==> config.mk <==
export PLATFORM = sky130hd
export DESIGN_NAME = rsi_isqrt
export DESIGN_NICKNAME = d
export VERILOG_FILES = /design/src/rsi_pkg.sv /design/src/rsi_isqrt.sv
export SDC_FILE = /design/constraint.sdc
export NUM_CORES = 2
export LEC_CHECK = 0
export BUFFER_PORTS_ARGS = -buffer_cell sky130_fd_sc_hd__buf_4
export CAP_MARGIN = 10
export CORE_MARGIN = 5
export CORE_UTILIZATION = 25
export CTS_BUF_LIST = sky130_fd_sc_hd__clkbuf_8
export DETAILED_ROUTE_END_ITERATION = 16
export GPL_TIMING_DRIVEN = 0
export SYNTH_ARGS = -nofsm -noshare
export SYNTH_HDL_FRONTEND = slang
export SYNTH_SLANG_ARGS = --single-unit
==> constraint.sdc <==
create_clock -name clk -period 4.3 [get_ports clk]
set_input_delay 0 -clock clk [delete_from_list [all_inputs] [get_ports clk]]
set_output_delay 0 -clock clk [all_outputs]
set_load 0.1 [all_outputs]
==> src/rsi_pkg.sv <==
// Shared constants and register codes for the ray / unit-sphere intersect pipeline.
// No dependencies; every other file in src imports this package.
package rsi_pkg;

  localparam int FRAC_BITS = 16;
  localparam int COORD_W   = 32;
  localparam int CFG_W     = 64;
  localparam int CFG_REGS  = 6;
  localparam int CFG_IDX_W = 3;

  // Pipelined square root: two radicand bits per stage over a 64-bit radicand.
  localparam int SQRT_STAGES = 32;
  // Pipelined restoring divider: one quotient bit per stage.
  localparam int DIV_STAGES  = 32;

  // Fixed-point 1.0 squared, the sphere radius term of the discriminant.
  localparam logic [63:0] ONE_SQ = 64'(1) << (2 * FRAC_BITS);

  // Configuration register indexes.
  localparam logic [CFG_IDX_W-1:0] CFG_M00_M01 = 3'd0;
  localparam logic [CFG_IDX_W-1:0] CFG_M02_TX  = 3'd1;
  localparam logic [CFG_IDX_W-1:0] CFG_M10_M11 = 3'd2;
  localparam logic [CFG_IDX_W-1:0] CFG_M12_TY  = 3'd3;
  localparam logic [CFG_IDX_W-1:0] CFG_M20_M21 = 3'd4;
  localparam logic [CFG_IDX_W-1:0] CFG_M22_TZ  = 3'd5;

  localparam logic [CFG_W-1:0] RST_M00_M01 = 64'h0001_0000_0000_0000;
  localparam logic [CFG_W-1:0] RST_M02_TX  = 64'h0;
  localparam logic [CFG_W-1:0] RST_M10_M11 = 64'h0000_0000_0001_0000;
  localparam logic [CFG_W-1:0] RST_M12_TY  = 64'h0;
  localparam logic [CFG_W-1:0] RST_M20_M21 = 64'h0;
  localparam logic [CFG_W-1:0] RST_M22_TZ  = 64'h0001_0000_0000_0000;

endpackage

==> src/rsi_isqrt.sv <==
// Pipelined integer square root, floor(sqrt(x)) of a 64-bit radicand, one root bit per stage.
// Depends on rsi_pkg for the stage count.
module rsi_isqrt (
  input  logic        clk,
  input  logic        en,
  input  logic [63:0] x,
  output logic [31:0] root
);
  import rsi_pkg::*;

  localparam logic [63:0] BIT_TOP = 64'h4000_0000_0000_0000;

  logic [63:0] x_r   [SQRT_STAGES];
  logic [63:0] r_r   [SQRT_STAGES];
  logic [63:0] x_nxt [SQRT_STAGES];
  logic [63:0] r_nxt [SQRT_STAGES];

  always_comb begin
    logic [63:0] xi, ri, bt, trial;
    for (int k = 0; k < SQRT_STAGES; k++) begin
      xi    = (k == 0) ? x : x_r[(k == 0) ? 0 : k - 1];
      ri    = (k == 0) ? 64'h0 : r_r[(k == 0) ? 0 : k - 1];
      bt    = BIT_TOP >> (2 * k);
      trial = ri + bt;
      if (xi >= trial) begin
        x_nxt[k] = xi - trial;
        r_nxt[k] = (ri >> 1) + bt;
      end else begin
        x_nxt[k] = xi;
        r_nxt[k] = ri >> 1;
      end
    end
  end

  always_ff @(posedge clk) begin
    if (en) begin
      for (int k = 0; k < SQRT_STAGES; k++) begin
        x_r[k] <= x_nxt[k];
        r_r[k] <= r_nxt[k];
      end
    end
  end

  assign root = r_r[SQRT_STAGES-1][31:0];

endmodule

---- Word-level counts from Yosys, hierarchy flattened ----
Memory sizes are Yosys's and may differ from the RTL's.
Cells that the tools add are included.
word-level totals
  input port bits ......................... 66
  memories kept ........................... 2
  output and inout bits ................... 32
  memory bits (writable) .................. 4096
  logic and storage cells ................. 194
  bits in registers ....................... 0
operators by class
  magnitude comparators ................... 32
  multiplexer cells ....................... 66
  $add $sub $neg .......................... 94
memory list
  name  words  bits a word  rd ports  clocked after memory_dff  wr ports  line             text
  r_r   32     64           32        0                         32        rsi_isqrt.sv:14  logic [63:0] r_r [SQRT_STAGES];
  x_r   32     64           31        0                         32        rsi_isqrt.sv:13  logic [63:0] x_r [SQRT_STAGES];
operators by type and width
  operator                  number
  $mux W64                  63
  $ge A64 B64 Y1            31
  $sub A64 B64 Y64          31
  $add A63 B1 Y64 const B   1
  $add A63 B11 Y64 const B  1
  $add A63 B13 Y64 const B  1
  $add A63 B15 Y64 const B  1
  $add A63 B17 Y64 const B  1
  $add A63 B19 Y64 const B  1
  $add A63 B21 Y64 const B  1
  $add A63 B23 Y64 const B  1
  $add A63 B25 Y64 const B  1
  $add A63 B27 Y64 const B  1
  $add A63 B29 Y64 const B  1
  $add A63 B3 Y64 const B   1
  $add A63 B31 Y64 const B  1
  $add A63 B33 Y64 const B  1
  $add A63 B35 Y64 const B  1
  $add A63 B37 Y64 const B  1
  $add A63 B39 Y64 const B  1
  $add A63 B41 Y64 const B  1
  $add A63 B43 Y64 const B  1
  $add A63 B45 Y64 const B  1
  $add A63 B47 Y64 const B  1
  other kinds (45)          46

---- Longest topological paths before layout ----
An unclocked memory read counts as a cell.
  depth in word-level cells ............... 4
  gate-level depth with buffers ........... 15
  depth with buffers taken out ............ 13

---- Worst setup path after synthesis ----
OpenSTA, ideal clock, no wires.
  path kind ............................... register to register
  start point ............................. memory x_r[20][50], in the netlist x_r[1][306]
  end point ............................... memory x_r[21][52], in the netlist x_r[1][372], data pin
  buffers on the path ..................... 1
  arrival ................................. 3.461 ns
  setup time .............................. 0.271 ns
  slack ................................... 0.567 ns
  data required time ...................... 4.029 ns
  cell stages (with the launch flop) ...... 13
  cell sequence ........................... edfxtp_1 or4_1 or4b_1 or4_1 or4_4 nor4_4 inv_2 nand2b_2 a311o_1 or2_1 buf_4 nor4_1 xor2_1
RTL lines
  item                line
  start: declaration  rsi_isqrt.sv:13

==> metrics <==
status=finished, final reports clean; worst hold start=x[40]; core area=478000 µm²; min Tclk post-route=4.23 ns; Final #Nets=10800; global-route wire length before repair=406000 µm; R2R depth=13; DR WL/cell=15.3 µm; power density over the cells=482 nW/µm²; DP Wirelength=190000 µm; final slew viol count=0; Ys Warns=0; Syn Inst Count=9558; ys flop type=edfxtp_1; clock tree sinks=2512; filler instances=48600; IO Pins=98; #FFs+latches synth=2512; Tot Pwr=66.4 mW; Initial Utilization=0.251; number of global-route vias before repair=76800; Layout area overhead=14.9%; max_cap viols=0; final worst-path cycle share=0.985; Clock Tree Root=clkbuf_8; Hold Path Sink=r_r[0][62]$_DFFE_PP_; Peak VDD IR=0.286 mV; Seq/Total Area, Yosys=0.629; Tot GR Track Use=0.102; clk slew on worst S/H paths=0.07 ns; # rows=254; Iter 0 DRT Violations=3751; Fin. Hold Viols=0; syn_nets=10200; WS Path Type=reg -> reg; H-tree depth=5; worst reg2reg setup slack=0.07 ns; total wire length=258000 µm; IO buf count=97; TNS Setup=0 ns; 1st-pass router iterations=7; RR Startpoint=r_r[1][712]$_DFFE_PP_; worst min-delay path class=in -> reg; RR Endpoint=x_r[1][815]$_DFFE_PP_; Worst Path Required=5.02 ns; CTS tree=done; die area=494000 µm²; Skew-Pair Late Insertion Delay=1.08 ns; CP Max Fanout=6; largest net degree at the start of global routing=204; Synth async-reset ratio=0; Post-Syn Area=120000 µm²; fmax=0.236 GHz; Num CTS Buffers=393; Slew @ Worst Pin=1.16 ns; crit path capture type=flop; die width=703 µm; vias=74000; Vias/cell=4.38; initial antenna violation count=2; number of synthesized flops with an enable pin=2512; Worst Skew=0.113 ns; # DRC=0; syn avg cell area=12.5 µm²; Clock Path Buffers=4; worst relative slew slack=0.219; CP Launch Type=flop; Setup Viol. Count Final=0; arrival time worst endpoint=4.96 ns; Die Ht=703 µm; share of post-route cells with drive strength above 1=0.0789; Cell variety after synth=87; GP Congestion=0.915; total congestion overflow=0; Hold Path Depth=5; post-route ant nets=0; Pleak=50.5 nW
-- power by group --
group          switching (mW)  internal, mW  total (mW)
logic                    8.84          6.25        15.1
registers                2.15          31.2        33.3
clock network            9.18          8.83        18.0
-- cell families after synthesis --
group,synth area share
xor gates and xnor gates,0.0640
AOI/OAI and AO/OA,0.0923
and+or+nand+nor,0.120
muxes,0.00819
buffers and inverters,0.0282
DFF,0.629
adders and majority gates,0.0582
-- area by class of cell --
class | instances | area, µm² | share of cell area
Inverter | 703 | 2640 | 0.0192
Antenna cell | 3 | 7.51 | 0.0000545
Multi-Input combinational cell | 6148 | 41500 | 0.301
Clock inverter | 279 | 1370 | 0.00993
Clock buffer | 395 | 5440 | 0.0395
Sequential cell | 2512 | 75400 | 0.548
Timing Repair Buffer | 262 | 2590 | 0.0188
Buffer | 191 | 769 | 0.00559
Tap cell | 6400 | 8010 | 0.0581
-- through the flow --
| stage | utilization | worst slack [ns] | hold WS [ns] | instances | area, µm² |
|---|---|---|---|---|---|
| after floorplan | - | 0.567 | 0.0989 | 9558 | 120000 |
| after global placement | 0.269 | -19.14 | 0.189 | 16100 | 129000 |
| after detailed placement | 0.270 | -1.38 | 0.189 | 16100 | 129000 |
| after CTS | 0.288 | 0.000267 | 0.000452 | 16900 | 138000 |
| after global routing | 0.288 | -0.0244 | 0.0997 | 16900 | 138000 |
| final | 0.288 | 0.0662 | 0.180 | 16900 | 138000 |
-- worst max-delay path by stage --
stage,startpoint,to,cells past startpoint
6_report,r_r[1][712]$_DFFE_PP_,x_r[1][815]$_DFFE_PP_,13
5_1_grt,r_r[1][712]$_DFFE_PP_,x_r[1][815]$_DFFE_PP_,13
4_1_cts,x_r[1][46]$_DFFE_PP_,x_r[1][104]$_DFFE_PP_,11
3_5_place_dp,x_r[1][676]$_DFFE_PP_,x_r[1][713]$_DFFE_PP_,10
3_3_place_gp,en,x_r[1][910]$_DFFE_PP_,1
2_1_floorplan,x_r[1][306]$_DFFE_PP_,x_r[1][372]$_DFFE_PP_,12
-- cell usage after synthesis (184+ instances only) --
cell / count / area share
xnor2_1: 428 / 0.031
edfxtp_1: 2512 / 0.63
ha_1: 558 / 0.058
nor3_1: 283 / 0.012
a21o_1: 219 / 0.014
a21oi_1: 616 / 0.026
xor2_1: 448 / 0.033
nor4_1: 320 / 0.017
o21ai_0: 435 / 0.018
inv_1: 699 / 0.022
nor2_1: 663 / 0.021
nand2_1: 650 / 0.020
clkbuf_1: 184 / 0.0058
-- flip-flops by register name, indices dropped and copies added, names as in the netlist --
name and flops:
r_r 528, x_r 1984
-- placed cells by master, fill, tap and decap left out, types with 19 or more instances in the layout --
cell and count:
o21ai_0 432, xnor2_1 428, a21oi_1 614, nand4b_1 19
mux2_2 81, and3_1 33, clkbuf_2 32, nor2b_1 75
buf_4 108, dlygate4sd3_1 133, clkinv_2 33, clkinv_1 107
clkbuf_1 148, o21a_1 89, clkbuf_8 395, edfxtp_1 2512
o21bai_1 62, nor3_1 276, nand2_1 649, nand4_1 172
a31oi_1 40, nand3_1 142, ha_1 558, o211ai_1 38
or4_1 66, or2_2 32, and2_1 21, a21boi_0 21
nor4b_1 48, o31ai_1 50, a211oi_1 41, nor4_1 310
a21o_1 219, xor2_1 448, nand2b_1 109, or3_1 98
inv_1 812, nor2_1 662
-- per-layer routing --
layer / share of wire / GRT usage / wire, µm
met3: 0.033 / 0.0159 / 8520
met4: 0.055 / 0.0533 / 14200
met1: 0.37 / 0.0995 / 94800
met5: 0.000027 / 0 / 7
met2: 0.54 / 0.202 / 140000
-- timing repair --
action,4_1_cts,5_1_grt
setup endpoints to repair,450,196
hold buffers,133,0
buffers inserted,4,7
pin swaps,5,7
endpoints found under the hold margin,239,0
resized for setup,70,47
-- worst max-delay path: stages, from the launching register on --
cell	delay [ns]
edfxtp_1	0.53
inv_1	0.09
ha_1	0.24
or3_1	0.41
o221a_2	0.33
a21o_1	0.25
o221ai_2	0.32
o211ai_1	0.20
o31ai_1	0.40
o211ai_1	0.33
or2_2	0.36
clkbuf_1	0.16
nor4_1	0.25
xor2_1	0.11
(Power assumes the default switching activity.)
